## config.mk

```make
export PLATFORM = sky130hd
export DESIGN_NAME = tubc_ctrl
export DESIGN_NICKNAME = d
export VERILOG_FILES = /design/src/tubc_pkg.sv /design/src/tubc_ctrl.sv
export SDC_FILE = /design/constraint.sdc
export NUM_CORES = 1
export LEC_CHECK = 0
export BUFFER_PORTS_ARGS = -buffer_cell sky130_fd_sc_hd__buf_2
export CAP_MARGIN = 20
export CORE_AREA = 8 8 45 47
export DETAILED_ROUTE_END_ITERATION = 10
export DIE_AREA = 0 0 53 55
export PLACE_DENSITY_LB_ADDON = 0.05
export REMOVE_ABC_BUFFERS = 1
export SLEW_MARGIN = 5
export SYNTH_ARGS = -nofsm -noshare
export SYNTH_HDL_FRONTEND = slang
export SYNTH_SLANG_ARGS = --single-unit
```

## constraint.sdc

```tcl
create_clock -name clk -period 2.8 [get_ports clk]
set_input_delay 0.42 -clock clk [delete_from_list [all_inputs] [get_ports clk]]
set_output_delay 0.42 -clock clk [all_outputs]
set_load 0.05 [all_outputs]
```

## src/tubc_pkg.sv

```systemverilog
// Shared types and constants for the texture unit binding cache.
// No dependencies; every other file of the block but tubc_ram imports this package.
package tubc_pkg;

  localparam int NUM_UNITS_DEF = 32;
  localparam int KEY_WIDTH_DEF = 32;
  localparam int UNIT_INDEX_W  = 5;
  localparam int MAX_UNITS_W   = 6;

  localparam logic [MAX_UNITS_W-1:0] MAX_UNITS_RST = MAX_UNITS_W'(32);

  localparam logic REQ_BIND  = 1'b0;
  localparam logic REQ_FLUSH = 1'b1;

  typedef struct packed {
    logic start;
    logic scan;
    logic commit;
    logic flush;
  } tubc_cmd_t;

  typedef struct packed {
    logic scan_done;
    logic out_free;
  } tubc_status_t;

endpackage

```

## src/tubc_ctrl.sv

```systemverilog
// Request sequencer: accepts a request, drives the key scan and commits the result, or the
// flush, once the response register is free. Depends on tubc_pkg.
module tubc_ctrl
  import tubc_pkg::*;
(
  input  logic         clk,
  input  logic         rst,
  input  logic         in_valid,
  output logic         in_ready,
  input  logic         req_type,
  input  tubc_status_t status,
  output tubc_cmd_t    cmd
);

  typedef enum logic [1:0] {
    IDLE,
    SCAN,
    FLUSH
  } state_t;

  state_t state;
  state_t state_next;

  always_comb begin
    state_next = state;
    cmd        = '0;
    in_ready   = 1'b0;
    case (state)
      IDLE: begin
        in_ready = 1'b1;
        if (in_valid) begin
          cmd.start  = 1'b1;
          state_next = (req_type == REQ_FLUSH) ? FLUSH : SCAN;
        end
      end
      SCAN: begin
        if (!status.scan_done) begin
          cmd.scan = 1'b1;
        end else if (status.out_free) begin
          cmd.commit = 1'b1;
          state_next = IDLE;
        end
      end
      FLUSH: begin
        if (status.out_free) begin
          cmd.flush  = 1'b1;
          state_next = IDLE;
        end
      end
      default: begin
        state_next = IDLE;
      end
    endcase
  end

  always_ff @(posedge clk) begin
    if (rst) begin
      state <= IDLE;
    end else begin
      state <= state_next;
    end
  end

endmodule

```

==> metrics.txt, run 1 <==
outcome=finished, final reports clean; crit path cell chain=inv_1, ha_1, nor2b_1, buf_2; CP endpoint kind=primary output; ANT nets after route=0; Distinct cells, synth=15; Port Buffer Count=10; CORE AREA=0.001384 sq mm; full die area=approximately 0.0029 sq mm; Biggest register=state; commonest cells after routing, fill and taps aside=buf_2 (10), ha_1 (3), clkbuf_4 (3); Site Rows=14; Warnings, synthesis=0; Post-Syn Area=between 150 and 200 sq um; TritonCTS sink count=2; setup bufs post-CTS=0; Final Wtd Congestion=roughly 0.64; TNS Setup=0 ps; sequential cell area=roughly 40 sq um; Seq/Total Area, Yosys=22.38%; CP max FO=4; Area Growth Syn to Fin=51.75%; die height=roughly 55 um; register bit total from synthesis=2; Die W=roughly 53 um; largest registers=state: 2 flops; Max Clk Rate=between 0.5 and 0.6 GHz; CTS root buffer=clkbuf_4; initial DRC count=1; Crit-path slowest cell=dfxtp_1; Final #Nets=45; Tmin final=roughly 1800 ps; commonest non-fill, non-tap cell in the layout=buf_2; largest net degree at the start of global routing=6; worst hold path type=primary input to flip-flop; Hold Path Depth=2; crit path DAT=1340 ps; CTS tree=yes; area of the multi-input gates=131.4 sq um; slowest stage delay, CP=around 320 ps; final hold violation count=0; Antenna Cells=0; CTS Buf Count=3; Area contributors post-synth=dfxtp_1 (22%), ha_1 (21%), and2_1 (7.0%); Clk pin slew, worst setup/hold paths=30 ps; Mapped Avg Cell Area=about 8.5 sq um; via/cell ratio=3.840; layout cell share with drive strength beyond 1=between 40% and 50%; vias in the first global route=210; initial antenna violation count=0; VDD IR max=between 0.15 and 0.2 mV; Slew Viols, Final=0; area leader, netlist=dfxtp_1; Max Buffers Root-to-Sink=2; relative slew slack=between 80% and 90%; max cap viols=0; Initial Utilization=about an eighth; clk_lat worst skew=~230 ps; Final setup viols=0; R2R depth=5; cell area power density=around 720 mW/mm^2; # fillers=~170; first-pass GRT wire length=a little over 800 um; max FFs per register=2; via count=about 190; GRT Total Usage=~4.1%; Post-Syn Instances=21; Tot Pwr=roughly 0.00020 W; drt pass-1 iters=2; clk_skew=0.3219 ps; Routed wire per std cell=about 10 um; # DRC=0; hold_buf cts=0; Setup CP Type=flip-flop to primary output; Slew @ Worst Pin=around 250 ps; I/O pin total=11; drt total wl=approximately 520 um; RSZ-0062 raised after global routing=no; Yosys top cell area share=22.38%; P_leak=between 0.1 and 0.15 nW; H-tree depth=1; Overflow after GRT=0; fin crit share=between 60% and 70%; Startpoint Class=flip-flop; Resized Gates After CTS=0; Req. time, crit path=around 2400 ps
## per-layer routing
| layer | track usage [%] | vias up | part of all wire [%] |
|---|---|---|---|
| li1 | - | 97 | - |
| met1 | 3.625 | 82 | 51 |
| met2 | 5.469 | 11 | 38 |
| met3 | 2.941 | 2 | 8.4 |
| met4 | 5.172 | 0 | 2.1 |
| met5 | 0 | - | 0 |
## cells in the mapped netlist
master,number
ha_1,3
and2_1,2
dfxtp_1,2
inv_1,2
nor2b_1,2
a21oi_1,1
and2b_1,1
and3_2,1
mux2i_1,1
nand2_1,1
nand2b_1,1
nor3_1,1
o31ai_1,1
or3b_1,1
or4_1,1
## power breakdown
group	internal (W)	leakage (nW)	switching, W
Combinational	0.0000291	0.110	0.0000614
Sequential	0.0000336	0.0164	0.00000416
Clock	0.0000476	0.0138	0.0000197
Total	0.000110	0.140	0.0000853
## critical path: cells and delay by family (launching register included)
kind | cells | cell delay, ps
fa+ha+maj | 1 | 150
simple gates | 1 | 250
buf+inv | 2 | 400
flops | 1 | 320
## worst paths after layout
check                   to  slack, ps     start
hold reg to reg   state[1]        490  state[1]
setup / recovery    cmd[2]       1040  state[1]
setup reg to reg  state[1]       1200  state[0]
hold / removal    state[1]        370       rst
## metrics by stage
stage               setup slack [ps]  std cells  hold slack, ps  utilization, %  area (sq um)
finish                          1042         50           366.1           19.62         271.5
floorplan                      992.1         21           454.6               -         178.9
global placement                1207         47           505.6           17.99         249.0
global route                   952.6         50           385.3           19.62         271.5
detailed placement              1194         47           497.0           17.99         249.0
CTS                             1026         50           367.1           19.62         271.5
## area by class of cell
type                    count  share of cell area, %
clock buffers               3                  8.295
multi-input cells          17                  48.39
well taps                  16                  7.373
inverters                   2                  2.765
repair buffers             10                  18.43
flip-flops and latches      2                  14.75
## kinds of logic (layout without fill, tap and decap cells)
| group | count (synthesis) | count (layout) | synth area share (%) |
|---|---|---|---|
| AND/OR/NAND/NOR | 11 | 11 | 39.86 |
| adder cells (fa/ha/maj) | 3 | 3 | 20.98 |
| AO/OA/AOI/OAI | 2 | 2 | 6.992 |
| flip-flops | 2 | 2 | 22.38 |
| buffers and inverters | 2 | 15 | 4.197 |
| multiplexers | 1 | 1 | 5.595 |
(Power assumes the default switching activity.)
==> run 2: changes to the inputs <==
Clock period 2.8 ns to 1.4 ns, I/O delays scaled along.
==> run 2 against run 1 <==
Effect of this change: the run now ends with setup timing left; combinational power increased to 3.4 times the previous value; flip-flop and latch count unchanged; via count increased by 15%; power increased to 2.6 times the previous value; largest power group unchanged; highest routed layer is now met3.
==> metrics.txt, run 2 (same netlist as run 1, synthesis figures left out) <==
outcome=finished with violations; failing checks=setup timing; via/cell ratio=between 3 and 4; H-tree depth=1; crit path DAT=~1600 ps; relative slew slack=between 80% and 90%; layout cell share with drive strength beyond 1=83.33%; drt total wl=between 500 and 600 um; die height=between 50 and 60 um; CTS root buffer=clkbuf_4; vias in the first global route=about 250; first-pass GRT wire length=between 1000 and 1500 um; VDD IR max=0.3772 mV; GRT Total Usage=between 4 and 5%; cell area power density=roughly 1200 mW/mm^2; ANT nets after route=0; Final #Nets=53; CTS Buf Count=3; Slew Viols, Final=0; Tot Pwr=0.0005105 W; Final Non-Filler Cells=between 50 and 60; Clk pin slew, worst setup/hold paths=about 30 ps; full die area=approximately 0.0029 sq mm; Initial Utilization=about an eighth; Port Buffer Count=10; hold_buf cts=0; Biggest register=state; TritonCTS sink count=2; TNS Setup=-24.50 ps; worst hold path type=primary input to flip-flop; Tmin final=about 1400 ps; CP max FO=2; final hold violation count=0; fin crit share=101.7%; Die W=approximately 53 um; Final setup viols=1; final core occ=31.19%; # fillers=roughly 150; clk_lat worst skew=about 220 ps; CTS tree=yes; initial DRC count=1; Setup CP Type=flip-flop to flip-flop; RSZ-0062 raised after global routing=yes; Slew @ Worst Pin=249.6 ps; CORE AREA=around 0.0014 sq mm; worst setup margin=-24.50 ps; Routed wire per std cell=9.828 um; max cap viols=0; commonest non-fill, non-tap cell in the layout=buf_4; max FFs per register=2; via count=between 200 and 250; Startpoint Class=flip-flop; I/O pin total=11; Antenna Cells=0; Max Clk Rate=~0.70 GHz; CP endpoint kind=flip-flop; Max Buffers Root-to-Sink=2; largest registers=state: 2 flops; Overflow after GRT=0; drt pass-1 iters=2; clk_skew=between 2 and 2.5 ps; post-detail-place hpwl=between 400 and 500 um; largest net degree at the start of global routing=6; Site Rows=14; Req. time, crit path=about 1600 ps; P_leak=around 0.19 nW; Area Growth Syn to Fin=141.3%; Inst Count DP=53; # DRC=0; commonest cells after routing, fill and taps aside=buf_4 (8), buf_2 (6), ha_4 (3), clkbuf_4 (3); Final Wtd Congestion=around 0.72; initial antenna violation count=0
==> run 2: cell count changes in the layout (fill, tap and decap cells not counted), sizes merged <==
cell / change
buf: +8
==> run 2: area by class of cell <==
| cell class | instances | area (sq um) | share of cell area [%] |
|---|---|---|---|
| multi-input cells | 17 | 196.4 | 45.51 |
| repair buffers | 18 | 142.6 | 33.04 |
| flip-flops and latches | 2 | 42.54 | 9.855 |
| clock buffers | 3 | 22.52 | 5.217 |
| well taps | 16 | 20.02 | 4.638 |
| inverters | 2 | 7.507 | 1.739 |
==> run 2: repair_timing <==
item                       4_1_cts  5_1_grt
pin swaps                        4        3
buffers inserted                 1        1
resized for setup               22        6
setup endpoints to repair        6        5
==> run 2: report_power, final <==
group	internal, W	switching, W
sequential	0.0000693	0.00000662
clock	0.0000943	0.0000296
combinational	0.000149	0.000162
total	0.000312	0.000198
==> run 2: worst max-delay path, cell delays in order, from the launching register on <==
cell     delay, ps
dfxtp_2        310
buf_6          110
ha_4           150
nor2b_4        120
or4_4          510
a21oi_2        150
==> run 2: worst paths after layout <==
kind              startpoint  cells past startpoint  slack (ps)        to
hold reg to reg     state[1]                      3         610  state[1]
setup reg to reg    state[0]                      5         -20  state[1]
setup / recovery    state[0]                      5         -20  state[1]
hold / removal           rst                      2         160  state[1]
==> run 2: per-stage QoR <==
step	instance area, sq um	hold WS [ps]	worst slack, ps
after floorplan	178.9	279.1	-346.5
after global placement	294.0	409.2	-152.6
after detailed placement	294.0	403.9	-128.2
after CTS	404.1	164.7	-20.03
after global routing	431.7	173.9	-78.35
final	431.7	165.0	-24.50
==> run 2: per-layer routing <==
layer | part of all wire, % | vias up | global-route usage, %
met5 | 0 | - | 0
met4 | 0 | 0 | 2.586
met3 | 8.1 | 0 | 3.209
met2 | 40 | 9 | 6.250
met1 | 52 | 98 | 5.589
li1 | - | 114 | -
