[config.mk]
export PLATFORM = sky130hd
export DESIGN_NAME = tubc_dp
export DESIGN_NICKNAME = d
export VERILOG_FILES = /design/src/tubc_pkg.sv /design/src/tubc_ram.sv /design/src/tubc_dp.sv
export SDC_FILE = /design/constraint.sdc
export NUM_CORES = 1
export LEC_CHECK = 0
export BUFFER_PORTS_ARGS = -buffer_cell sky130_fd_sc_hd__clkbuf_2
export CAP_MARGIN = 20
export CELL_PAD_IN_SITES_DETAIL_PLACEMENT = 1
export CELL_PAD_IN_SITES_GLOBAL_PLACEMENT = 1
export CORE_MARGIN = 3
export CORE_UTILIZATION = 56
export DETAILED_ROUTE_END_ITERATION = 7
export GPL_TIMING_DRIVEN = 0
export PLACE_DENSITY_LB_ADDON = 0.1
export SYNTH_ARGS = -nofsm -noshare
export SYNTH_HDL_FRONTEND = slang
export SYNTH_SLANG_ARGS = --single-unit
[constraint.sdc]
create_clock -name clk -period 5 [get_ports clk]
set_clock_uncertainty 0.05 [all_clocks]
set_input_delay 1 -clock clk [delete_from_list [all_inputs] [get_ports clk]]
set_output_delay 1 -clock clk [all_outputs]
set_load 0.02 [all_outputs]
[src/tubc_pkg.sv]
// Shared types and constants for the texture unit binding cache.
// No dependencies; every other file of the block but tubc_ram imports this package.
package tubc_pkg;

  localparam int NUM_UNITS_DEF = 32;
  localparam int KEY_WIDTH_DEF = 32;
  localparam int UNIT_INDEX_W  = 5;
  localparam int MAX_UNITS_W   = 6;

  localparam logic [MAX_UNITS_W-1:0] MAX_UNITS_RST = MAX_UNITS_W'(32);

  localparam logic REQ_BIND  = 1'b0;
  localparam logic REQ_FLUSH = 1'b1;

  typedef struct packed {
    logic start;
    logic scan;
    logic commit;
    logic flush;
  } tubc_cmd_t;

  typedef struct packed {
    logic scan_done;
    logic out_free;
  } tubc_status_t;

endpackage

[src/tubc_ram.sv]
// Generic single-write, single-read RAM with registered read data.
// No dependencies.
module tubc_ram #(
  parameter int WIDTH = 32,
  parameter int DEPTH = 32,
  localparam int ADDR_W = (DEPTH > 1) ? $clog2(DEPTH) : 1
) (
  input  logic              clk,
  input  logic              wr_en,
  input  logic [ADDR_W-1:0] wr_addr,
  input  logic [WIDTH-1:0]  wr_data,
  input  logic              rd_en,
  input  logic [ADDR_W-1:0] rd_addr,
  output logic [WIDTH-1:0]  rd_data
);

  logic [WIDTH-1:0] mem [DEPTH];

  always_ff @(posedge clk) begin
    if (wr_en) begin
      mem[wr_addr] <= wr_data;
    end
    if (rd_en) begin
      rd_data <= mem[rd_addr];
    end
  end

endmodule

[src/tubc_dp.sv]
// Datapath: key store, scan pointer, allocation count, recency pointer,
// unit limit and response register. Depends on tubc_pkg and tubc_ram.
module tubc_dp
  import tubc_pkg::*;
#(
  parameter int NUM_UNITS = NUM_UNITS_DEF,
  parameter int KEY_WIDTH = KEY_WIDTH_DEF
) (
  input  logic                    clk,
  input  logic                    rst,
  input  tubc_cmd_t               cmd,
  output tubc_status_t            status,
  input  logic [KEY_WIDTH-1:0]    texture_key,
  input  logic                    cfg_valid,
  input  logic [MAX_UNITS_W-1:0]  cfg_data,
  output logic                    out_valid,
  input  logic                    out_ready,
  output logic [UNIT_INDEX_W-1:0] unit_index,
  output logic                    was_hit,
  output logic                    do_bind,
  output logic                    unbind_all
);

  localparam int IDX_W = (NUM_UNITS > 1) ? $clog2(NUM_UNITS) : 1;
  localparam int CNT_W = $clog2(NUM_UNITS + 1);
  localparam int CMP_W = (CNT_W > MAX_UNITS_W) ? CNT_W : MAX_UNITS_W;

  logic [KEY_WIDTH-1:0]   key;
  logic [CNT_W-1:0]       scan_idx;
  logic                   pend;
  logic [IDX_W-1:0]       pend_idx;
  logic                   found;
  logic [IDX_W-1:0]       found_idx;
  logic [CNT_W-1:0]       units_allocated;
  logic [IDX_W-1:0]       recent_unit;
  logic [MAX_UNITS_W-1:0] max_units;

  logic                   scan_more;
  logic [KEY_WIDTH-1:0]   rd_data;
  logic                   match;
  logic [CMP_W-1:0]       alloc_ext;
  logic [CMP_W-1:0]       limit;
  logic                   full;
  logic [IDX_W-1:0]       unit_sel;
  logic                   wr_en;
  logic [IDX_W+UNIT_INDEX_W-1:0] unit_ext;

  assign scan_more = scan_idx < units_allocated;
  assign match     = pend && (rd_data == key);

  assign alloc_ext = CMP_W'(units_allocated);
  assign limit     = (max_units == '0) ? CMP_W'(1) : CMP_W'(max_units);
  assign full      = (alloc_ext >= limit) || (alloc_ext >= CMP_W'(NUM_UNITS));

  always_comb begin
    if (found) begin
      unit_sel = found_idx;
    end else if (!full) begin
      unit_sel = units_allocated[IDX_W-1:0];
    end else begin
      unit_sel = recent_unit;
    end
  end

  assign wr_en    = cmd.commit && !found;
  assign unit_ext = {{UNIT_INDEX_W{1'b0}}, unit_sel};

  assign status.scan_done = found || (!pend && !scan_more);
  assign status.out_free  = !out_valid || out_ready;

  tubc_ram #(
    .WIDTH(KEY_WIDTH),
    .DEPTH(NUM_UNITS)
  ) u_keys (
    .clk    (clk),
    .wr_en  (wr_en),
    .wr_addr(unit_sel),
    .wr_data(key),
    .rd_en  (cmd.scan && scan_more),
    .rd_addr(scan_idx[IDX_W-1:0]),
    .rd_data(rd_data)
  );

  always_ff @(posedge clk) begin
    if (cmd.start) begin
      key <= texture_key;
    end
    if (cmd.scan) begin
      pend_idx <= scan_idx[IDX_W-1:0];
      if (match) begin
        found_idx <= pend_idx;
      end
    end
    if (cmd.commit) begin
      unit_index <= unit_ext[UNIT_INDEX_W-1:0];
      was_hit    <= found;
      do_bind    <= !found;
      unbind_all <= 1'b0;
    end else if (cmd.flush) begin
      unit_index <= '0;
      was_hit    <= 1'b0;
      do_bind    <= 1'b0;
      unbind_all <= 1'b1;
    end
  end

  always_ff @(posedge clk) begin
    if (rst) begin
      scan_idx        <= '0;
      pend            <= 1'b0;
      found           <= 1'b0;
      units_allocated <= '0;
      recent_unit     <= '0;
      max_units       <= MAX_UNITS_RST;
      out_valid       <= 1'b0;
    end else begin
      if (cfg_valid) begin
        max_units <= cfg_data;
      end
      if (cmd.start) begin
        scan_idx <= '0;
        pend     <= 1'b0;
        found    <= 1'b0;
      end else if (cmd.scan) begin
        pend <= scan_more;
        if (scan_more) begin
          scan_idx <= scan_idx + CNT_W'(1);
        end
        if (match) begin
          found <= 1'b1;
        end
      end
      if (cmd.commit) begin
        if (found) begin
          recent_unit <= found_idx;
        end else if (!full) begin
          recent_unit     <= unit_sel;
          units_allocated <= units_allocated + CNT_W'(1);
        end
      end else if (cmd.flush) begin
        units_allocated <= '0;
        recent_unit     <= '0;
      end
      if (cmd.commit || cmd.flush) begin
        out_valid <= 1'b1;
      end else if (out_ready) begin
        out_valid <= 1'b0;
      end
    end
  end

endmodule

==> metrics.cfg <==
[run_status]
status = finished, final reports clean

[timing]
slew_violations = 0
setup-tns-final_ns = 0
slew_headroom_pct = 25.85
layout_min_cycle_time_ns = 4.673
max_freq_ghz = 0.2140
fin_crit_sh_pct = 93.47
tightest_slew_ns = 1.112
hold_viol_final = 0
finalSetupViolCount = 0
fin_hold_ws_ns = 0.3812
grt_setup_unrepaired = no

[clocking]
post_cts_buffers = 0
cts_resized = 0
tritoncts = done
cts_root_buf = clkbuf_16
cts_buffers = 112
clock_latency_ns = 0.67
clkTransAtPathRegs_ns = 0.06
hold_buffers = 0
htree_levels = 3
cts.path.max_buffers = 3
clock-sinks = 1132

[setup_path]
cpLargestDelayFamily = compound AO/OA/AOI/OAI gates
crit_chain = clkbuf_1 > inv_1 > ha_1 > nand2b_1 > a21o_1 > a21oi_2 > mux2_2 > o32a_1 > nor2_4 > buf_16
path_max_fanout = 18
end_kind = register
critical-path-max-stage-delay_ns = 0.89
r2r_slack_ns = 0.33
crit_type = register to register
path_depth = 10
cp-start-kind = register
path_buf_inv = 3
worst_path_max_delay_cell = nor2_4
r2r-end = u_keys.mem[7][13]
reg2reg_depth = 10
cp_data_required_time_ns = 5.32
r2r_start = alloc_ext[0]
cp_data_arrival_time_ns = 5.00

[placement]
placedCellCount = 2972
portBuffers = 55
hpwl_microns = 69880
finalWeightedCongestion = 0.8542

[power]
p_per_area_nw_per_um2 = 395.2
ir_worst_vdd_uv = 282.0
p_leak_nw = 15.56

[hold_path]
min_to = found_idx[4]
min_path_cells = 0
hold_class = register to register
min_from = pend_idx[4]

[global_route]
grt_max_degree = 35
antenna_found_initial = 3
grt-ovfl-total = 0
grt_pass1_vias = 22260
grt_pass1_wl_microns = 161000
grt_use_total_pct = 28.19

[routing]
wire_per_inst_microns = 34.86
ant_nets = 0
via_count = 21000
drt_iter0_markers = 2581
firstDrtPassIters = 5
via_per_inst = 6.519
route.detailed.drc = 0
routed_wirelength_microns = 112300

[synthesis]
ys_seq_elements = 1132
async_flop_share_pct = 0
synth_nets = 1905
ys_types = 49
ys_seq_area_share_pct = 77.68
synth_top_area_cell = edfxtp_1
synth_edf_count = 1105
synth_warnings = 0
postSynthAreaPerCell_sq_um = 23.53
synth_top_area_share_pct = 76.43
synth_common_cells = 1105 x edfxtp_1, 320 x mux4_2, 58 x nor2_1
yosys-top-cells-area = edfxtp_1 76%, mux4_2 17%, dfxtp_1 1.2%
synth_ff_type = edfxtp_1
synth_cells = 1845
netlist_area_sq_um = 43410
yosysMostFrequentCell = edfxtp_1

[finish]
drive_gt1_share_pct = 32.92
instances_no_fill = 3221
finalNetCount = 2156
area_growth_pct = 16.36

[floorplan]
core_sq_um = 76330
fp.dieH_microns = 284.4
die-area_sq_um = 80900
pin_count = 57
rows = 101
initial_core_util_pct = 56.88
die_w_microns = 284.4

[job]
max_cap_violations = 0

[how the worst max path moves through the flow]
stage          slack, ns    startpoint                 to
5_1_grt             0.14  alloc_ext[0]   u_keys.mem[6][4]
4_1_cts             0.39  alloc_ext[0]   u_keys.mem[6][6]
2_1_floorplan       0.77  alloc_ext[0]   u_keys.mem[0][0]
3_5_place_dp        0.42  alloc_ext[0]  u_keys.mem[7][13]
3_3_place_gp       -1.52  alloc_ext[0]  u_keys.mem[6][13]
6_report            0.33  alloc_ext[0]  u_keys.mem[7][13]
[cell type report]
type / count / area, sq um
fillers: 5972 / 25810
clock inverters: 60 / 639.4
flip-flops and latches: 1132 / 33720
multi-input cells: 609 / 9475
diodes: 1 / 2.502
inverters: 17 / 63.81
well taps: 1030 / 1289
repair buffers: 137 / 1877
clock buffers: 148 / 3019
plain buffers: 87 / 425.4
[per-layer routing]
layer	GRT usage, %	wire, microns	up-vias
li1	-	-	8380
met1	39.23	43210	11320
met2	46.33	55990	1092
met3	4.082	8538	210
met4	10.42	4546	0
met5	0	0	-
[placed cells by master (no fill, tap or decap), drive strengths merged, types with 5 or more instances in the layout]
| cell | Yosys | routed |
|---|---|---|
| buf | 39 | 121 |
| nor4 | 12 | 12 |
| a41oi | 7 | 7 |
| nor3 | 5 | 5 |
| bufinv | 0 | 12 |
| nand2 | 29 | 29 |
| a21oi | 12 | 12 |
| nor2 | 58 | 58 |
| xor2 | 29 | 29 |
| ha | 14 | 14 |
| xnor2 | 8 | 8 |
| inv | 16 | 20 |
| clkbuf | 48 | 251 |
| mux4 | 320 | 320 |
| dfxtp | 27 | 27 |
| mux2 | 34 | 34 |
| clkinv | 1 | 42 |
| a31oi | 5 | 5 |
| edfxtp | 1105 | 1105 |
| nand2b | 9 | 9 |
| o21ai | 16 | 16 |
| mux2i | 5 | 5 |
| nand3 | 8 | 8 |
[flip-flops by register name (all words and copies together) (netlist names)]
signal / cells
u_keys.mem: 1024
pend_idx: 5
was_hit: 1
u_keys.rd_data: 32
scan_idx: 6
unbind_all: 1
do_bind: 1
key: 32
pend: 1
max_units: 6
alloc_ext: 6
recent_unit: 5
found: 1
unit_index: 5
found_idx: 5
out_valid: 1
[stage by stage]
step,worst slack (ns),utilization (%),cell area (sq um),power [mW]
2_1_floorplan,0.7654,-,43410,11.32
3_3_place_gp,-1.524,58.93,44980,11.62
3_5_place_dp,0.4226,60.46,46140,11.71
4_1_cts,0.3904,65.25,49800,20.02
5_1_grt,0.1443,66.18,50510,20.54
6_report,0.3265,66.18,50510,19.96
[report_power, final]
part	internal, mW	switching [mW]
clock network	4.86	3.52
registers	10.6	0.134
logic	0.354	0.485
total	15.8	4.14
[worst reg2reg max path, stage by stage, from the launching register on]
cell	delay [ns]
dfxtp_1	0.34
clkbuf_1	0.36
inv_1	0.18
ha_1	0.32
nand2b_1	0.14
a21o_1	0.21
a21oi_2	0.47
mux2_2	0.47
o32a_1	0.66
nor2_4	0.89
buf_16	0.27
[cell families after synthesis]
logic type,synth area share (%)
flip-flops,77.68
multiplexers,17.60
AND/OR/NAND/NOR,1.435
buffers and inverters,1.127
AO/OA/AOI/OAI,1.012
XOR/XNOR,0.7465
adder cells (fa/ha/maj),0.4035
(Power assumes the default switching activity.)
